$ cat config.mk
export PLATFORM = sky130hd
export DESIGN_NAME = fcmc_sdp_ram
export DESIGN_NICKNAME = d
export VERILOG_FILES = /design/src/fcmc_sdp_ram.sv
export SDC_FILE = /design/constraint.sdc
export NUM_CORES = 1
export LEC_CHECK = 0
export ABC_CLOCK_PERIOD_IN_PS = 4400
export BUFFER_PORTS_ARGS = -buffer_cell sky130_fd_sc_hd__buf_2
export CAP_MARGIN = 20
export CORE_UTILIZATION = 45
export CTS_BUF_LIST = sky130_fd_sc_hd__clkbuf_4
export CTS_CLUSTER_DIAMETER = 120
export DETAILED_ROUTE_END_ITERATION = 8
export GPL_TIMING_DRIVEN = 0
export PLACE_DENSITY = 0.58
export SYNTH_ARGS = -nofsm -noshare
export SYNTH_HDL_FRONTEND = slang
export SYNTH_SLANG_ARGS = --single-unit
$ cat constraint.sdc
create_clock -name clk_i -period 4.4 [get_ports clk_i]
set_input_delay 1.1 -clock clk_i [delete_from_list [all_inputs] [get_ports clk_i]]
set_output_delay 1.1 -clock clk_i [all_outputs]
set_load 0.01 [all_outputs]
$ cat src/fcmc_sdp_ram.sv
`timescale 1ns / 1ps
// ----------------------------------------------------------------------------
// FIFO cache miss counter simple dual-port RAM
// One write port and one read port with registered read data.
// ----------------------------------------------------------------------------
module fcmc_sdp_ram #(
  parameter int unsigned WIDTH     = 10,
  parameter int unsigned DEPTH     = 128,
  parameter int unsigned ADDR_BITS = (DEPTH > 1) ? $clog2(DEPTH) : 1
) (
  input  logic                 clk_i,
  input  logic                 we_i,
  input  logic [ADDR_BITS-1:0] waddr_i,
  input  logic [WIDTH-1:0]     wdata_i,
  input  logic                 re_i,
  input  logic [ADDR_BITS-1:0] raddr_i,
  output logic [WIDTH-1:0]     rdata_o
);

  logic [WIDTH-1:0] mem [DEPTH];
  logic [WIDTH-1:0] rdata_q;

  always_ff @(posedge clk_i) begin
    if (we_i) begin
      mem[waddr_i] <= wdata_i;
    end
  end

  always_ff @(posedge clk_i) begin
    if (re_i) begin
      rdata_q <= mem[raddr_i];
    end
  end

  assign rdata_o = rdata_q;

endmodule

==> results.md <==
* Num CTS Buffers at 339
* Core region area at approximately 110000 µm²
* CTS tree: yes
* Status: finished clean
* Post-CTS Hold Buffers at 0
* Crit end category: register
* Synth Area in Compound Gates at 0%
* Synth top area cells: edfxtp_1 78%, mux4_2 19%, nor2_1 0.93%
* Post-Synthesis Cells at roughly 2000
* PwrDens at between 400 and 500 nW/µm²
* Syn Area/Cell at roughly 25 µm²
* Overall routing resource usage at 21.6%
* FFs w/ async S/R, synth at 0%
* Worst-Margin Slew at roughly 1.2 ns
* Top_reg_cell synth: edfxtp_1
* Slew Limit Fails at 0
* Synth Area in XOR/XNOR at 0%
* R2r worst-path depth at 4
* Mux share of post-synthesis cell area at between 10% and 20%
* #FFs+latches synth at roughly 1300
* Die height at roughly 330 µm
* CTS Sinks at 1290
* Crit Path Category: in2reg
* Clock Skew at roughly 0.086 ns
* Nets at 2420
* DPL Wire Length at between 70000 and 80000 µm
* Post-synth EDFFs at between 1000 and 1500
* Distinct cells, synth at 15
* Cell Area, Synth at just under 50000 µm²
* Setup violators final at 0
* Initial Util at 45.4%
* Seq/Total Area, Yosys at 78.3%
* Static leakage at around 17 nW
* Setup bufs post-CTS at 0
* WL/cell at 29.2 µm
* Final Hold Vio Count at 0
* Hold Crit Class: in2reg
* Max_slew headroom at 23.0%
* Clk pin slew, worst setup/hold paths at roughly 0.070 ns
* Post-synth top area share at ~78%
* Fill cell count at between 8000 and 9000
* Initial antenna violation count at 19
* Commonest cells in the netlist: 1290 x edfxtp_1, 420 x mux4_2, 122 x nor2_1
* R2r endpoint: rdata_o[7]
* Die area at 111000 µm²
* Clk root buf: clkbuf_4
* Post-route ant nets at 0
* Routed vias at roughly 23000
* CP max FO at 10
* Placer Congestion at 0.855
* Achievable Freq at ~0.25 GHz
* Via density at between 5 and 6
* Peak VDD IR at ~280 µV
* CTS resizes at 0
* I/O pin count at 37
* Critical Path AT at approximately 5 ns
* Routed wire length at 118000 µm
* Worst Setup SP: raddr_i[2]
* Drt pass-1 iters at 5
* Clk_lat worst skew at about 1.2 ns
* RSZ-0062 raised after global routing: false
* CTS Buffer Depth at 4
* Post-Synth Simple-Gate Area at around 1.4%
* # rows at 121
* Post-Synth Adder-Cell Area at 0%
* Post-Syn Nets at 2025
* Setup crit end: rdata_o[2]
* # DRC at 0
* Layout cells sized above 1 at 39.3%
* Utilization after layout at between 50% and 60%
* RR Startpoint: mem[125][7]
* First-pass GRT wire length at approximately 170000 µm
* Count leader, synth: edfxtp_1
* Power Total at between 20 and 25 mW
* Largest area contributor in the netlist: edfxtp_1
* Chip width at 334 µm
* 1st-iter DRT viols at 2311
* WHS at about 0.36 ns
* Crit path time final at between 4 and 5 ns
* H-tree Lvls at 5
* Startpoint Class: input pin
* Largest net degree at the start of global routing at 85
* Port Buffers at 25
* Syn-to-layout area delta at 13.0%
* Vias in the first global route at 24600
* Post-route setup TNS at 0 ns
* Final period utilization at about 93%
* R2r setup slk at 1.74 ns
* Grt ovf at 0
* Max-Cap Viols at 0
* Synth warn at 0
* WP data required at 5.34 ns
* Largest family of logic cells by synthesized area: multiplexers
==> critical path, cell delays in order <==
cell	delay, ns
clkbuf_1	0.49
clkbuf_1	0.92
clkbuf_1	0.60
mux4_2	0.42
mux4_2	0.55
mux4_2	0.60
mux2_2	0.32
==> logic make-up (layout without fill, tap and decap cells) <==
| group | count (synthesis) | in the layout |
|---|---|---|
| simple gates | 170 | 170 |
| other cells | 0 | 11 |
| buf+inv | 108 | 708 |
| flops | 1290 | 1290 |
| mux | 430 | 430 |
==> layer usage <==
layer  GRT usage (%)  vias to the layer above  routed length (µm)
met5               0                        -                  79
met4            8.58                       12                3200
met3            5.19                      203                8860
met2            33.8                      911               57300
met1            29.5                    12400               48300
li1                -                     9667                   -
==> registers in the layout, indices dropped and copies added (netlist names) <==
name     count
rdata_o     10
mem       1280
==> area by class of cell <==
cell class | count | area, µm² | area share (%)
Timing Repair Buffer | 54 | 631 | 1.13
Clock inverter | 78 | 445 | 0.797
Sequential cell | 1290 | 38700 | 69.3
Buffer | 108 | 462 | 0.826
Antenna cell | 11 | 27.5 | 0.0492
Tap cell | 1414 | 1770 | 3.17
Multi-Input combinational cell | 600 | 10300 | 18.5
Clock buffer | 468 | 3510 | 6.29
==> through the flow <==
stage,area (µm²),cells,setup slack [ns]
5_1_grt,55900,4021,0.392
3_5_place_dp,51800,3457,-0.913
6_report,55900,4023,0.322
3_3_place_gp,51300,3437,-1.09
2_1_floorplan,49500,1998,0.665
4_1_cts,55800,4003,0.384
==> power by group <==
group	switching, mW	internal [mW]	total [mW]
registers	0.0280	13.6	13.6
clock network	4.58	5.16	9.74
logic	0.791	0.515	1.31
==> layout by cell type, fill, tap and decap left out, types with 11 or more instances in the layout <==
| cell type | instances |
|---|---|
| buf_2 | 48 |
| diode_2 | 11 |
| nor2_1 | 122 |
| buf_4 | 21 |
| nand3_1 | 12 |
| clkinv_1 | 62 |
| nand2_1 | 14 |
| clkbuf_1 | 62 |
| buf_16 | 11 |
| edfxtp_1 | 1290 |
| mux4_2 | 420 |
| clkbuf_4 | 468 |
==> worst min path at each step <==
stage               start         end  slack, ns  cells past startpoint
6_report             re_i  rdata_o[2]       0.36                      1
5_1_grt              re_i  rdata_o[2]       0.24                      1
4_1_cts              re_i  rdata_o[5]       0.24                      1
3_5_place_dp   mem[18][1]  rdata_o[1]       1.29                      4
3_3_place_gp   mem[72][1]  rdata_o[1]       1.27                      4
2_1_floorplan  mem[36][0]  rdata_o[0]       1.15                      4
(Power assumes the default switching activity.)
